`config.mk`:
```
export PLATFORM = sky130hd
export DESIGN_NAME = fat12_ctrl
export DESIGN_NICKNAME = d
export VERILOG_FILES = /design/src/design/fat12_pkg.sv /design/src/design/fat12_ctrl.sv
export SDC_FILE = /design/constraint.sdc
export NUM_CORES = 1
export LEC_CHECK = 0
export BUFFER_PORTS_ARGS = -buffer_cell sky130_fd_sc_hd__buf_2
export CAP_MARGIN = 20
export CORE_MARGIN = 4
export CORE_UTILIZATION = 25
export CTS_BUF_LIST = sky130_fd_sc_hd__clkbuf_16
export DETAILED_ROUTE_END_ITERATION = 16
export HOLD_SLACK_MARGIN = 0.15
export PLACE_DENSITY = 0.54
export SYNTH_ARGS = -nofsm -noshare
export SYNTH_HDL_FRONTEND = slang
export SYNTH_SLANG_ARGS = --single-unit
```
`constraint.sdc`:
```
create_clock -name clk -period 3.3 [get_ports clk]
set_clock_uncertainty 0.05 [all_clocks]
set_input_delay 0 -clock clk [delete_from_list [all_inputs] [get_ports clk]]
set_output_delay 0 -clock clk [all_outputs]
set_load 0.05 [all_outputs]
```
`src/design/fat12_pkg.sv`:
```
// Shared types and constants for the FAT12 cluster chain engine.
// No dependencies.
package fat12_pkg;

  localparam logic [2:0] MODE_WR_BYTE  = 3'd0;
  localparam logic [2:0] MODE_RD_BYTE  = 3'd1;
  localparam logic [2:0] MODE_RD_ENTRY = 3'd2;
  localparam logic [2:0] MODE_WR_ENTRY = 3'd3;
  localparam logic [2:0] MODE_FREE     = 3'd4;
  localparam logic [2:0] MODE_ALLOC    = 3'd5;
  localparam logic [2:0] MODE_COLLECT  = 3'd6;

  localparam logic [1:0] ST_OK       = 2'd0;
  localparam logic [1:0] ST_NOT_DATA = 2'd1;
  localparam logic [1:0] ST_BROKEN   = 2'd2;
  localparam logic [1:0] ST_NO_SPACE = 2'd3;

  localparam logic [11:0] BAD_MARK  = 12'hFF7;
  localparam logic [11:0] END_MIN   = 12'hFF8;
  localparam logic [11:0] END_MARK  = 12'hFFF;
  localparam logic [11:0] MAX_DATA  = 12'd4084;

  // Datapath commands.
  typedef enum logic [3:0] {
    DP_NONE    = 4'd0,
    DP_LATCH   = 4'd1,  // capture item fields
    DP_RD_LO   = 4'd2,  // read byte at entry offset of cur
    DP_RD_HI   = 4'd3,  // read byte at offset+1, lo data arrives
    DP_WR_LO   = 4'd4,  // write lo byte of entry cur with wval
    DP_WR_HI   = 4'd5,  // write hi byte of entry cur with wval
    DP_BYTE_WR = 4'd6,
    DP_BYTE_RD = 4'd7,
    DP_CAP     = 4'd8   // capture assembled entry
  } dp_cmd_e;

  // Value selection for entry writes.
  typedef enum logic [1:0] {
    WV_INPUT = 2'd0,
    WV_ZERO  = 2'd1,
    WV_LINK  = 2'd2,  // cluster of scan pointer
    WV_END   = 2'd3
  } wv_sel_e;

  // Cluster pointer selection.
  typedef enum logic [2:0] {
    CP_HOLD  = 3'd0,
    CP_INPUT = 3'd1,  // item cluster
    CP_NEXT  = 3'd2,  // last read entry
    CP_SCAN  = 3'd3,  // scan pointer
    CP_PREV  = 3'd4
  } cp_sel_e;

  typedef struct packed {
    dp_cmd_e cmd;
    wv_sel_e wv;
    cp_sel_e cp;
    logic    scan_init;  // scan <- 2
    logic    scan_inc;
    logic    prev_load;  // prev <- scan
    logic    len_clr;
    logic    len_inc;
    logic    found_clr;
    logic    found_inc;
    logic    first_load; // first <- scan
  } dp_ctl_t;

  typedef struct packed {
    logic [2:0]  mode;
    logic [11:0] entry;     // last captured entry
    logic        cur_zero;
    logic        cur_data;
    logic        scan_in;   // scan pointer within data clusters
    logic        len_full;  // len == total
    logic        found_done;
    logic        found_zero;
  } dp_sts_t;

endpackage

```
`src/design/fat12_ctrl.sv`:
```
// Controller state machine of the FAT12 engine.
// Depends on fat12_pkg.
module fat12_ctrl import fat12_pkg::*; (
  input  logic        clk,
  input  logic        rst_n,
  input  logic        start,
  output logic        busy,
  input  dp_sts_t     sts,
  input  logic [11:0] byte_rd,
  input  logic [11:0] cluster_q,
  input  logic [11:0] first_q,
  input  logic [11:0] len_q,
  output dp_ctl_t     ctl,
  output logic        out_valid,
  output logic [11:0] out_result_value,
  output logic [11:0] out_chain_length,
  output logic [1:0]  out_status
);
  typedef enum logic [15:0] {
    S_IDLE    = 16'h0001,
    S_DISP    = 16'h0002,
    S_BYTE    = 16'h0004,
    S_RLO     = 16'h0008,
    S_RHI     = 16'h0010,
    S_CAP     = 16'h0020,
    S_EVAL    = 16'h0040,
    S_WLO     = 16'h0080,
    S_WHI     = 16'h0100,
    S_WFIN    = 16'h0200,
    S_SCAN    = 16'h0400,
    S_RESCAN  = 16'h0800,
    S_LINK    = 16'h1000,
    S_ENDP    = 16'h2000,
    S_DONE    = 16'h4000,
    S_BWAIT   = 16'h8000
  } state_t;

  // Phase within chain modes: pass 1 count, pass 2 link for allocate.
  state_t     state_r, state_nxt;
  logic       pass2_r, pass2_nxt;
  logic       wfin_end_r, wfin_end_nxt;
  logic [11:0] res_r, res_nxt, len_o_r, len_o_nxt;
  logic [1:0] st_r, st_nxt;
  logic       ov_r, ov_nxt;

  assign busy = (state_r != S_IDLE);
  assign out_valid = ov_r;
  assign out_result_value = res_r;
  assign out_chain_length = len_o_r;
  assign out_status = st_r;

  always_comb begin
    state_nxt = state_r;
    pass2_nxt = pass2_r;
    wfin_end_nxt = wfin_end_r;
    res_nxt = res_r;
    len_o_nxt = len_o_r;
    st_nxt = st_r;
    ov_nxt = 1'b0;
    ctl = '0;
    ctl.cmd = DP_NONE;
    ctl.wv = WV_INPUT;
    ctl.cp = CP_HOLD;
    case (state_r)
      S_IDLE: begin
        if (start) begin
          ctl.cmd = DP_LATCH;
          state_nxt = S_DISP;
        end
      end
      S_DISP: begin
        res_nxt = '0;
        len_o_nxt = '0;
        st_nxt = ST_OK;
        pass2_nxt = 1'b0;
        ctl.len_clr = 1'b1;
        ctl.found_clr = 1'b1;
        ctl.scan_init = 1'b1;
        case (sts.mode)
          MODE_WR_BYTE: begin
            ctl.cmd = DP_BYTE_WR;
            state_nxt = S_DONE;
          end
          MODE_RD_BYTE: begin
            ctl.cmd = DP_BYTE_RD;
            state_nxt = S_BYTE;
          end
          MODE_RD_ENTRY, MODE_WR_ENTRY: begin
            ctl.cmd = DP_RD_LO;
            state_nxt = S_RHI;
          end
          MODE_FREE, MODE_COLLECT: begin
            if (sts.cur_zero) state_nxt = S_DONE;
            else if (!sts.cur_data) begin
              st_nxt = ST_NOT_DATA;
              state_nxt = S_DONE;
            end else begin
              st_nxt = ST_BROKEN;
              state_nxt = S_RLO;
            end
          end
          MODE_ALLOC: begin
            if (sts.found_zero) state_nxt = S_DONE;
            else state_nxt = S_RESCAN;
          end
          default: state_nxt = S_DONE;
        endcase
      end
      S_BYTE: begin
        res_nxt = byte_rd;
        state_nxt = S_DONE;
      end
      S_SCAN: begin
        // cur holds scan pointer; check range and count before reading
        if (!sts.scan_in || sts.found_done) begin
          if (!pass2_r) begin
            if (sts.found_done) begin
              pass2_nxt = 1'b1;
              ctl.found_clr = 1'b1;
              ctl.scan_init = 1'b1;
              state_nxt = S_RESCAN;
            end else begin
              st_nxt = ST_NO_SPACE;
              state_nxt = S_DONE;
            end
          end else begin
            ctl.cp = CP_PREV;
            wfin_end_nxt = 1'b1;
            state_nxt = S_ENDP;
          end
        end else begin
          state_nxt = S_RLO;
        end
      end
      S_RESCAN: begin
        ctl.cp = CP_SCAN;
        state_nxt = S_SCAN;
      end
      S_RLO: begin
        if ((sts.mode == MODE_FREE || sts.mode == MODE_COLLECT)
            && (!sts.cur_data || sts.len_full)) begin
          state_nxt = S_DONE;  // status stays broken
          if (sts.mode == MODE_COLLECT) len_o_nxt = '0;
          else len_o_nxt = len_q;
        end else begin
          ctl.cmd = DP_RD_LO;
          state_nxt = S_RHI;
        end
      end
      S_RHI: begin
        ctl.cmd = DP_RD_HI;
        state_nxt = S_CAP;
      end
      S_CAP: begin
        ctl.cmd = DP_CAP;
        state_nxt = S_EVAL;
      end
      S_EVAL: begin
        case (sts.mode)
          MODE_RD_ENTRY: begin
            res_nxt = sts.entry;
            state_nxt = S_DONE;
          end
          MODE_WR_ENTRY: begin
            wfin_end_nxt = 1'b1;
            state_nxt = S_WLO;
          end
          MODE_FREE: begin
            ctl.len_inc = 1'b1;
            wfin_end_nxt = (sts.entry >= END_MIN) || (sts.entry == BAD_MARK);
            state_nxt = S_WLO;
          end
          MODE_COLLECT: begin
            ctl.len_inc = 1'b1;
            if (sts.entry >= END_MIN) begin
              st_nxt = ST_OK;
              res_nxt = cluster_q;
              len_o_nxt = len_q + 12'd1;
              state_nxt = S_DONE;
            end else if (sts.entry < 12'd2 || sts.entry == BAD_MARK) begin
              state_nxt = S_DONE;
            end else begin
              ctl.cp = CP_NEXT;
              state_nxt = S_RLO;
            end
          end
          MODE_ALLOC: begin
            if (sts.entry == '0) begin
              ctl.found_inc = 1'b1;
              if (pass2_r) begin
                state_nxt = S_LINK;
              end else begin
                ctl.scan_inc = 1'b1;
                state_nxt = S_RESCAN;
              end
            end else begin
              ctl.scan_inc = 1'b1;
              state_nxt = S_RESCAN;
            end
          end
          default: state_nxt = S_DONE;
        endcase
      end
      S_LINK: begin
        // first free one: record it; later ones: link prev -> scan
        if (len_q == '0) begin
          ctl.first_load = 1'b1;
          ctl.len_inc = 1'b1;
          ctl.prev_load = 1'b1;
          ctl.scan_inc = 1'b1;
          state_nxt = S_RESCAN;
        end else begin
          ctl.cp = CP_PREV;
          wfin_end_nxt = 1'b0;
          state_nxt = S_ENDP;
        end
      end
      S_ENDP: begin
        // cur = prev; write link or end mark after a fresh read of its bytes
        ctl.cmd = DP_RD_LO;
        state_nxt = S_WLO;
      end
      S_WLO: begin
        ctl.cmd = DP_RD_HI;
        state_nxt = S_WHI;
      end
      S_WHI: begin
        ctl.cmd = DP_WR_LO;
        ctl.wv = wsel();
        state_nxt = S_WFIN;
      end
      S_WFIN: begin
        ctl.cmd = DP_WR_HI;
        ctl.wv = wsel();
        case (sts.mode)
          MODE_FREE: begin
            if (wfin_end_r) begin
              st_nxt = ST_OK;
              len_o_nxt = len_q;
              state_nxt = S_DONE;
            end else begin
              ctl.cp = CP_NEXT;
              state_nxt = S_RLO;
            end
          end
          MODE_ALLOC: begin
            if (wfin_end_r) begin
              res_nxt = first_q;
              state_nxt = S_DONE;
            end else begin
              ctl.prev_load = 1'b1;
              ctl.len_inc = 1'b1;
              ctl.scan_inc = 1'b1;
              state_nxt = S_RESCAN;
            end
          end
          default: state_nxt = S_DONE;
        endcase
      end
      S_DONE: begin
        ov_nxt = 1'b1;
        state_nxt = S_BWAIT;
      end
      S_BWAIT: state_nxt = S_IDLE;
      default: state_nxt = S_IDLE;
    endcase
  end

  function automatic wv_sel_e wsel();
    wv_sel_e w;
    w = WV_INPUT;
    case (sts.mode)
      MODE_FREE:  w = WV_ZERO;
      MODE_ALLOC: w = wfin_end_r ? WV_END : WV_LINK;
      default:    w = WV_INPUT;
    endcase
    return w;
  endfunction

  always_ff @(posedge clk) begin
    if (!rst_n) begin
      state_r <= S_IDLE;
      ov_r <= 1'b0;
      pass2_r <= 1'b0;
      wfin_end_r <= 1'b0;
    end else begin
      state_r <= state_nxt;
      ov_r <= ov_nxt;
      pass2_r <= pass2_nxt;
      wfin_end_r <= wfin_end_nxt;
    end
    res_r <= res_nxt;
    len_o_r <= len_o_nxt;
    st_r <= st_nxt;
  end
endmodule

```
==> reports/qor.yml, run 1 <==
fin_area_um2: 4450
antenna_found_initial: 0
dp_cells: 631
synthCells: 365
cap_violations: 0
dp_hpwl_um: 8530
port_buffers: 116
drtIter0Drc: 293
max_freq_mhz: 348
syn-num-nets: 439
io-pin-count: 117
synth-async-reset-ratio_pct: 0
drive_gt1_share_pct: 28.2
hold_class: "input port to flip-flop"
vias_per_cell: 5.03
routedWlPerCell_um: 16.0
yosysMostFrequentCell: "nand2_1"
maxSlewHeadroom_pct: 30.0
cp-startpoint: "state_r[4]"
crit_buf_inv: 1
drtPass1Iterations: 5
coreArea_um2: 12100
power.leakage_nw: 1.94
instances_no_fill: 690
final_nets: 595
rsz0062_at_grt: "no"
start_util_pct: 25.8
numCtsBuffers: 5
clk_latency_ns: 0.29
cp_cell_sequence: "nor4_4 > and3_2 > and4b_1 > a22oi_1 > dlygate4sd3_1 > o21ai_0"
synth_commonest_cells: "nand2_1, o21ai_0, edfxtp_1"
routed_wl_um: 11000
route.detailed.drc: 0
grt_pass1_vias: 3418
syn_area_um2: 3120
r2r-start: "state_r[4]"
root_buffer: "clkbuf_16"
grt_overflow: 0
crit_family: "simple AND/OR/NAND/NOR gates"
postRouteAntennaNets: 0
ys_seq_elements: 45
path_clk_slew_ns: 0.06
status: "complete, no violations"
area_growth_syn_to_layout_pct: 42.3
finalMaxSlewViolations: 0
synth.area.top_cells: "edfxtp_1, dfxtp_1, nand2_1"
critPathArrivalTime_ns: 2.95
dpl-instance-area_um2: 3800
diodes: 0
synth_top_area_cell: "edfxtp_1"
synth_edf_count: 26
cts_tree: "built"
clock_sinks: 45
synth_cell_types: 62
crit_slowest_cell: "dlygate4sd3_1"
fin_crit_sh_pct: 87.1
post-route-min-period_ns: 2.87
ctsResizeCount: 0
tightest_slew_ns: 1.05
slowest_delay_ns: 0.59
ys_seq_area_share_pct: 37.2
finalSetupViolations: 0
grt_max_degree: 18
chipWidth_um: 120
cts_setup_buffers: 0
required_ns: 3.38
hold_start: "sts[3]"
ys.flop_type: "edfxtp_1"
dieArea_um2: 14300
avgSynthCellArea_um2: 8.56
gp_congestion: 0.895
yosysWarningCount: 0
hold_viol: 0
vias: 3468
clockBufferDepth: 2
track_usage_pct: 15.1
crit_path_end_kind: "flip-flop"
fp.dieH_um: 120
grt_first_pass_wirelength_um: 17400
ir_drop_v: 0.000159
worst_setup_path_start_kind: "flip-flop"
tns_ns: 0
power.density_nw_per_um2: 310
cp_max_fo: 12
synth_top_area_share_pct: 25.0
cts.htree.levels: 2
path_class: "flip-flop to flip-flop"
rows: 40
layout make-up:
cell class	count	area, um^2
clock inverter	3	12.5
multi-input combinational	277	1720
tap	168	210
clock buffer	5	125
inverter	17	63.8
fill	1288	7670
timing repair buffer	175	1150
sequential	45	1160
report_power, final:
| group | internal, mW | switching (mW) |
|---|---|---|
| combinational | 0.105 | 0.178 |
| clock | 0.274 | 0.207 |
| sequential | 0.605 | 0.0107 |
| total | 0.984 | 0.396 |
metrics by stage:
stage	hold slack, ns	total power [mW]	utilization (%)	worst slack [ns]
after global routing	0.202	1.43	36.7	0.240
after CTS	0.166	1.39	36.7	0.491
after detailed placement	0.247	0.876	31.4	0.552
after global placement	0.248	0.876	31.4	0.658
after floorplan	0.102	0.772	-	0.115
final	0.189	1.38	36.7	0.427
state kept, by name (all words and copies together) (netlist names):
signal	flops
out_status	2
state_r	16
out_result_value	12
pass2_r	1
out_chain_length	12
out_valid	1
wfin_end_r	1
layer usage:
layer  GRT usage (%)  share of wire (%)  wire (um)
met5               0                  0          0
met4            3.44                1.3        143
met3            3.16                7.6        834
met2            24.8                 45       4960
met1            20.3                 46       5110
cells in the final DEF (no fill, tap or decap), types with 4 or more instances in the layout:
cell           instances
buf_2                116
nand2_1               55
dlygate4sd3_1         51
o21ai_0               33
edfxtp_1              26
nor2_1                24
inv_1                 19
dfxtp_1               19
a21oi_1               18
nor3_1                13
nand4_1               12
nor4b_1               11
a221o_1               10
nand3_1                9
a31oi_1                8
nor4_1                 8
buf_4                  8
clkbuf_16              5
nor4_4                 4
and3_1                 4
xor2_1                 4
or3_1                  4
xnor2_1                4
tightest hold or removal path, cell delays in order:
cell	delay [ns]
buf_2	0.11
or4_2	0.13
a21oi_1	0.10
logic make-up after synthesis:
family / synth area share (%)
buffers and inverters: 8.25
AO/OA/AOI/OAI: 20.2
adder cells (fa/ha/maj): 0.801
flip-flops: 37.2
XOR/XNOR: 2.24
AND/OR/NAND/NOR: 31.4
path summary, 6_finish.rpt:
check                   endpoint  slack, ns  cells after the start
max          out_result_value[3]       0.43                      6
min reg2reg              pass2_r       0.55                      2
min                out_status[0]       0.19                      3
max reg2reg  out_result_value[3]       0.43                      6
what timing repair did:
item / 4_1_cts / 5_1_grt
hold endpoints to repair: 41 / 0
hold buffers: 51 / 0
endpoints found under the setup margin: 0 / 0
(Power assumes the default switching activity.)
==> inputs of run 2 (changes only) <==
--- a/config.mk
+++ b/config.mk
@@ -13,6 +13,7 @@
 export DETAILED_ROUTE_END_ITERATION = 16
 export HOLD_SLACK_MARGIN = 0.15
 export PLACE_DENSITY = 0.54
+export RECOVER_POWER = 50
 export SYNTH_ARGS = -nofsm -noshare
 export SYNTH_HDL_FRONTEND = slang
 export SYNTH_SLANG_ARGS = --single-unit
==> constraint.sdc (replaced) <==
create_clock -name clk -period 3.31 [get_ports clk]
set_clock_uncertainty 0.05 [all_clocks]
set_input_delay 0 -clock clk [delete_from_list [all_inputs] [get_ports clk]]
set_output_delay 0 -clock clk [all_outputs]
set_load 0.05 [all_outputs]
==> reports/qor.yml, run 2 (synthesis results as in run 1) <==
fillers: 1313  # was 1288
clk_latency_ns: 0.29  # about the same
pwr-share-comb_pct: 18.0  # was 20.5%
routedWlPerCell_um: 16.2  # was 16.0 um
routed_wl_um: 11200  # was 11000 um
finalMaxSlewViolations: 0  # unchanged
dpl-instance-area_um2: 3800  # unchanged
pwr-share-seq_pct: 39.9  # was 44.6%
rsz0062_at_grt: "no"  # unchanged
cp-startpoint: "state_r[6]"  # was state_r[4]
io-pin-count: 117  # unchanged
start_util_pct: 25.8  # unchanged
r2r_setup_slack_ns: 0.42  # was 0.43 ns
grt_first_pass_wirelength_um: 17600  # was 17400 um
cp_max_fo: 15  # was 12
root_buffer: "clkbuf_16"  # unchanged
clock_power_share_pct: 42.1  # was 34.8%
required_ns: 3.26  # was 3.38 ns
max_freq_mhz: 339
ir_drop_v: 0.000207  # was 0.000159 V
tightest_slew_ns: 1.03  # was 1.05 ns
power.leakage_nw: 1.83  # was 1.94 nW
drtPass1Iterations: 5  # unchanged
cts_setup_buffers: 0  # unchanged
diodes: 0  # unchanged
cts_tree: "built"  # unchanged
grt_pass1_vias: 3458  # was 3418
clockBufferDepth: 2  # unchanged
vias_per_cell: 5.04  # was 5.03
hold_class: "input port to flip-flop"  # unchanged
timing.rr.end: "out_result_value[3]"  # unchanged
cts.htree.levels: 2  # unchanged
fp.dieH_um: 120  # unchanged
cp-endpoint: "ctl[1]"  # was out_result_value[3]
grt_overflow: 0  # unchanged
hold_start: "sts[18]"  # was sts[3]
p_switching_mw: 0.404  # was 0.396 mW
whs_ns: 0.165  # was 0.189 ns
setup_ws_ns: 0.357  # was 0.427 ns
fin_crit_sh_pct: 89.2
path_clk_slew_ns: 0.06  # about the same
drive_gt1_share_pct: 21.3  # was 28.2%
clock_sinks: 45  # unchanged
regArea_um2: 1160  # unchanged
drtIter0Drc: 314  # was 293
dp_hpwl_um: 8520  # was 8530 um
grt_max_degree: 18  # unchanged
track_usage_pct: 15.1  # about the same
crit_slowest_cell: "clkbuf_1"  # was dlygate4sd3_1
vias: 3478  # was 3468
postRouteAntennaNets: 0  # unchanged
chipWidth_um: 120  # unchanged
final_nets: 595  # unchanged
place_ws_ns: 0.591  # was 0.552 ns
intPower_mw: 1.13  # was 0.984 mW
dieArea_um2: 14300  # unchanged
rows: 40  # unchanged
maxSlewHeadroom_pct: 30.9  # was 30.0%
status: "complete, no violations"  # unchanged
route.detailed.drc: 0  # unchanged
coreArea_um2: 12100  # unchanged
multi_input_area_um2: 1710  # was 1720 um^2
cap_violations: 0  # unchanged
layout_commonest_cell: "buf_2"  # unchanged
worst_setup_path_start_kind: "flip-flop"  # unchanged
crit_path_end_kind: "primary output"  # was flip-flop
largest-register: "state_r"  # unchanged
instances_no_fill: 690  # unchanged
largest_reg_flops: 16  # unchanged
path_class: "flip-flop to primary output"  # was flip-flop to flip-flop
r2r_cells: 6  # unchanged
hold_buffers: 51  # unchanged
antenna_found_initial: 0  # unchanged
most-common-layout-cells: "buf_2, nand2_1, dlygate4sd3_1"  # unchanged
slowest_delay_ns: 0.54  # was 0.59 ns
hold_viol: 0  # unchanged
dp_cells: 631  # unchanged
fin_area_um2: 4440  # was 4450 um^2
cp_cell_sequence: "nor4b_1 > and4_1 > clkbuf_1 > nand2_1 > nor3_1 > buf_2"  # was nor4_4 > and3_2 > and4b_1 > a22oi_1 > dlygate4sd3_1 > o21ai_0
netSwitchingFraction_pct: 26.3  # was 28.7%
finalSetupViolations: 0  # unchanged
gp_congestion: 0.895  # about the same
area_growth_syn_to_layout_pct: 42.1  # was 42.3%
post-route-min-period_ns: 2.95
power.density_nw_per_um2: 347  # was 310 nW/um^2
port_buffers: 116  # unchanged
critPathArrivalTime_ns: 2.90  # was 2.95 ns
numCtsBuffers: 5  # unchanged
r2r-start: "state_r[4]"  # unchanged
tns_ns: 0  # unchanged
ctsResizeCount: 0  # unchanged
## run 2: changes by cell type in the layout (fill, tap and decap cells not counted), sizes merged
cell,previous run,this run
inv,19,17
bufinv,0,2
buf,124,89
clkbuf,5,40
## run 2: worst min-delay path by stage
stage | slack, ns | depth (start not counted) | to
after floorplan | 0.10 | 2 | state_r[1]
after global placement | 0.25 | 3 | state_r[1]
after detailed placement | 0.24 | 3 | state_r[1]
after CTS | 0.15 | 4 | state_r[2]
after global routing | 0.19 | 3 | out_status[0]
final | 0.17 | 4 | state_r[2]
## run 2: area by class of cell
cell class,count,share of cell area [%]
multi-input cells,277,38.6
flip-flops and latches,45,26.2
repair buffers,175,24.8
well taps,168,4.74
clock buffers,5,2.82
clock inverters,3,1.47
inverters,17,1.44
## run 2: worst max-delay path: cells and delay by family, from the launching register on
kind,cells,cell delay (ns)
DFF,1,0.48
buffers and inverters,2,0.90
and+or+nand+nor,4,1.24
## run 2: power groups by stage
stage | logic (mW) | registers (mW) | clock network (mW)
after floorplan | 0.112 | 0.658 | 0
after global placement | 0.248 | 0.625 | 0
after detailed placement | 0.247 | 0.626 | 0
after CTS | 0.281 | 0.614 | 0.660
after global routing | 0.299 | 0.615 | 0.685
final | 0.277 | 0.614 | 0.647
## run 2: through the flow
| stage | total power [mW] | util (%) |
|---|---|---|
| final | 1.54 | 36.6 |
| after global routing | 1.60 | 36.6 |
| after CTS | 1.56 | 37.1 |
| after detailed placement | 0.873 | 31.4 |
| after global placement | 0.873 | 31.4 |
| after floorplan | 0.770 | - |
## run 2: routing by layer
layer	vias up	global-route usage, %	part of all wire [%]
met5	-	0	0
met4	0	3.29	1.7
met3	15	2.54	6.3
met2	144	24.9	44
met1	1631	20.8	48
li1	1688	-	-
==> inputs of run 3 (changes only) <==
--- a/config.mk
+++ b/config.mk
@@ -8,11 +8,11 @@
 export BUFFER_PORTS_ARGS = -buffer_cell sky130_fd_sc_hd__buf_2
 export CAP_MARGIN = 20
 export CORE_MARGIN = 4
-export CORE_UTILIZATION = 25
+export CORE_UTILIZATION = 45
 export CTS_BUF_LIST = sky130_fd_sc_hd__clkbuf_16
 export DETAILED_ROUTE_END_ITERATION = 16
 export HOLD_SLACK_MARGIN = 0.15
-export PLACE_DENSITY = 0.54
+export PLACE_DENSITY = 0.82
 export RECOVER_POWER = 50
 export SYNTH_ARGS = -nofsm -noshare
 export SYNTH_HDL_FRONTEND = slang
==> reports/qor.yml, run 3 (synthesis results as in run 1) <==
dieArea_um2: 8340  # was 14300 um^2
track_usage_pct: 25.6  # was 15.1%
rows: 30  # was 40
crit_slowest_cell: "nand4_1"  # was clkbuf_1
cts_setup_buffers: 0  # unchanged
tns_ns: 0  # unchanged
worst_setup_path_start_kind: "flip-flop"  # unchanged
fin_util_pct: 63.7  # was 36.6%
cp_max_fo: 12  # was 15
power.leakage_nw: 1.82  # was 1.83 nW
hold_depth: 3  # was 4
coreArea_um2: 6760  # was 12100 um^2
cts_tree: "built"  # unchanged
grt_first_pass_wirelength_um: 17300  # was 17600 um
dpl-instance-area_um2: 3670  # was 3800 um^2
r2r_cells: 7  # was 6
required_ns: 3.42  # was 3.26 ns
max_freq_mhz: 333  # was 339 MHz
cp_cell_sequence: "nor4_4 > nand4_1 > buf_4 > a31oi_1 > o21ai_0 > o21ai_0 > dlygate4sd3_1"  # was nor4b_1 > and4_1 > clkbuf_1 > nand2_1 > nor3_1 > buf_2
area_growth_syn_to_layout_pct: 37.8  # was 42.1%
most-common-layout-cells: "buf_2, nand2_1, dlygate4sd3_1"  # unchanged
numCtsBuffers: 5  # unchanged
fin_area_um2: 4300  # was 4440 um^2
cap_violations: 0  # unchanged
slowest_delay_ns: 0.59  # was 0.54 ns
rsz0062_at_grt: "no"  # unchanged
drtPass1Iterations: 6  # was 5
hold_start: "sts[3]"  # was sts[18]
drtIter0Drc: 353  # was 314
gp_congestion: 0.979  # was 0.895
finalSetupViolations: 0  # unchanged
grt_overflow: 0  # unchanged
pwr-share-seq_pct: 42.0  # was 39.9%
largest-register: "state_r"  # unchanged
chipWidth_um: 91.3  # was 120 um
r2r-start: "state_r[13]"  # was state_r[4]
clockBufferDepth: 2  # unchanged
vias_per_cell: 6.08  # was 5.04
routedWlPerCell_um: 18.0  # was 16.2 um
post-route-min-period_ns: 3.01  # was 2.95 ns
clock_sinks: 45  # unchanged
dp_hpwl_um: 7350  # was 8520 um
fp.dieH_um: 91.3  # was 120 um
hold_class: "input port to flip-flop"  # unchanged
route.detailed.drc: 0  # unchanged
layout_commonest_cell: "buf_2"  # unchanged
whs_ns: 0.171  # was 0.165 ns
port_buffers: 116  # unchanged
crit_path_end_kind: "flip-flop"  # was primary output
path_clk_slew_ns: 0.07  # was 0.06 ns
p_switching_mw: 0.405  # was 0.404 mW
hold_viol: 0  # unchanged
grt_pass1_vias: 3439  # was 3458
grt_max_degree: 19  # was 18
critPathArrivalTime_ns: 3.12  # was 2.90 ns
fin_crit_sh_pct: 90.8  # was 89.2%
cts.htree.levels: 2  # unchanged
io-pin-count: 117  # unchanged
tightest_slew_ns: 0.669  # was 1.03 ns
postRouteAntennaNets: 0  # unchanged
crit_buf_inv: 2  # unchanged
vias: 3646  # was 3478
r2r_setup_slack_ns: 0.30  # was 0.42 ns
final_nets: 592  # was 595
largest_reg_flops: 16  # unchanged
start_util_pct: 46.2  # was 25.8%
status: "complete, no violations"  # unchanged
routed_wl_um: 10800  # was 11200 um
timing.rr.end: "out_chain_length[11]"  # was out_result_value[3]
clock_power_share_pct: 39.3  # was 42.1%
path_class: "flip-flop to flip-flop"  # was flip-flop to primary output
intPower_mw: 1.06  # was 1.13 mW
power.density_nw_per_um2: 341  # was 347 nW/um^2
drive_gt1_share_pct: 21.4  # was 21.3%
pwr-share-comb_pct: 18.8  # was 18.0%
ir_drop_v: 0.000296  # was 0.000207 V
crit_path_frequent_cell: "o21ai_0"
antenna_found_initial: 0  # unchanged
crit_family: "simple AND/OR/NAND/NOR gates"  # unchanged
netSwitchingFraction_pct: 27.6  # was 26.3%
root_buffer: "clkbuf_16"  # unchanged
whs_endpoint: "out_status[0]"  # was state_r[2]
finalMaxSlewViolations: 0  # unchanged
clk_latency_ns: 0.29  # about the same
maxSlewHeadroom_pct: 54.8  # was 30.9%
==> run 3: area by class of cell <==
class | instances | area, um^2
inverters | 17 | 63.8
multi-input cells | 277 | 1720
clock inverters | 3 | 46.3
repair buffers | 172 | 1080
clock buffers | 5 | 125
flip-flops and latches | 45 | 1160
diodes | 1 | 2.50
well taps | 80 | 100
fillers | 557 | 2450
==> run 3: through the flow <==
stage | instances | total power [mW] | setup slack [ns]
floorplan | 365 | 0.770 | 0.125
global placement | 541 | 0.861 | 0.352
detailed placement | 541 | 0.864 | 0.302
CTS | 599 | 1.46 | 0.275
global route | 599 | 1.51 | 0.112
finish | 600 | 1.47 | 0.305
==> run 3: per-layer routing <==
metal	vias to the layer above	global-route usage, %	part of all wire (%)
li1	1679	-	-
met1	1640	31.7	37
met2	280	41.9	47
met3	47	6.46	12
met4	0	11.2	3.8
met5	-	0	0
==> run 3: worst max path at each step <==
| stage | from | end | slack, ns | cells past startpoint |
|---|---|---|---|---|
| 2_1_floorplan | state_r[4] | out_chain_length[0] | 0.13 | 6 |
| 3_3_place_gp | state_r[9] | out_chain_length[2] | 0.35 | 4 |
| 3_5_place_dp | state_r[9] | out_chain_length[3] | 0.30 | 4 |
| 4_1_cts | state_r[4] | out_chain_length[11] | 0.27 | 6 |
| 5_1_grt | state_r[13] | out_chain_length[11] | 0.11 | 7 |
| 6_report | state_r[13] | out_chain_length[11] | 0.30 | 7 |
==> run 3: power groups by stage <==
| stage | Sequential, mW | Clock, mW | Combinational [mW] |
|---|---|---|---|
| 6_report | 0.615 | 0.576 | 0.275 |
| 5_1_grt | 0.616 | 0.601 | 0.295 |
| 2_1_floorplan | 0.658 | 0 | 0.112 |
| 3_3_place_gp | 0.625 | 0 | 0.236 |
| 4_1_cts | 0.614 | 0.579 | 0.272 |
| 3_5_place_dp | 0.626 | 0 | 0.237 |
==> run 3: worst min-delay path, stage by stage <==
cell and delay (ns):
buf_2 0.08, or4_2 0.14, a21oi_1 0.11
==> run 3: repair_timing <==
item | in CTS | in global routing
endpoints found under the setup margin | 0 | 14
hold buffers | 50 | 0
hold endpoints to repair | 41 | 0
resized for setup | 0 | 2
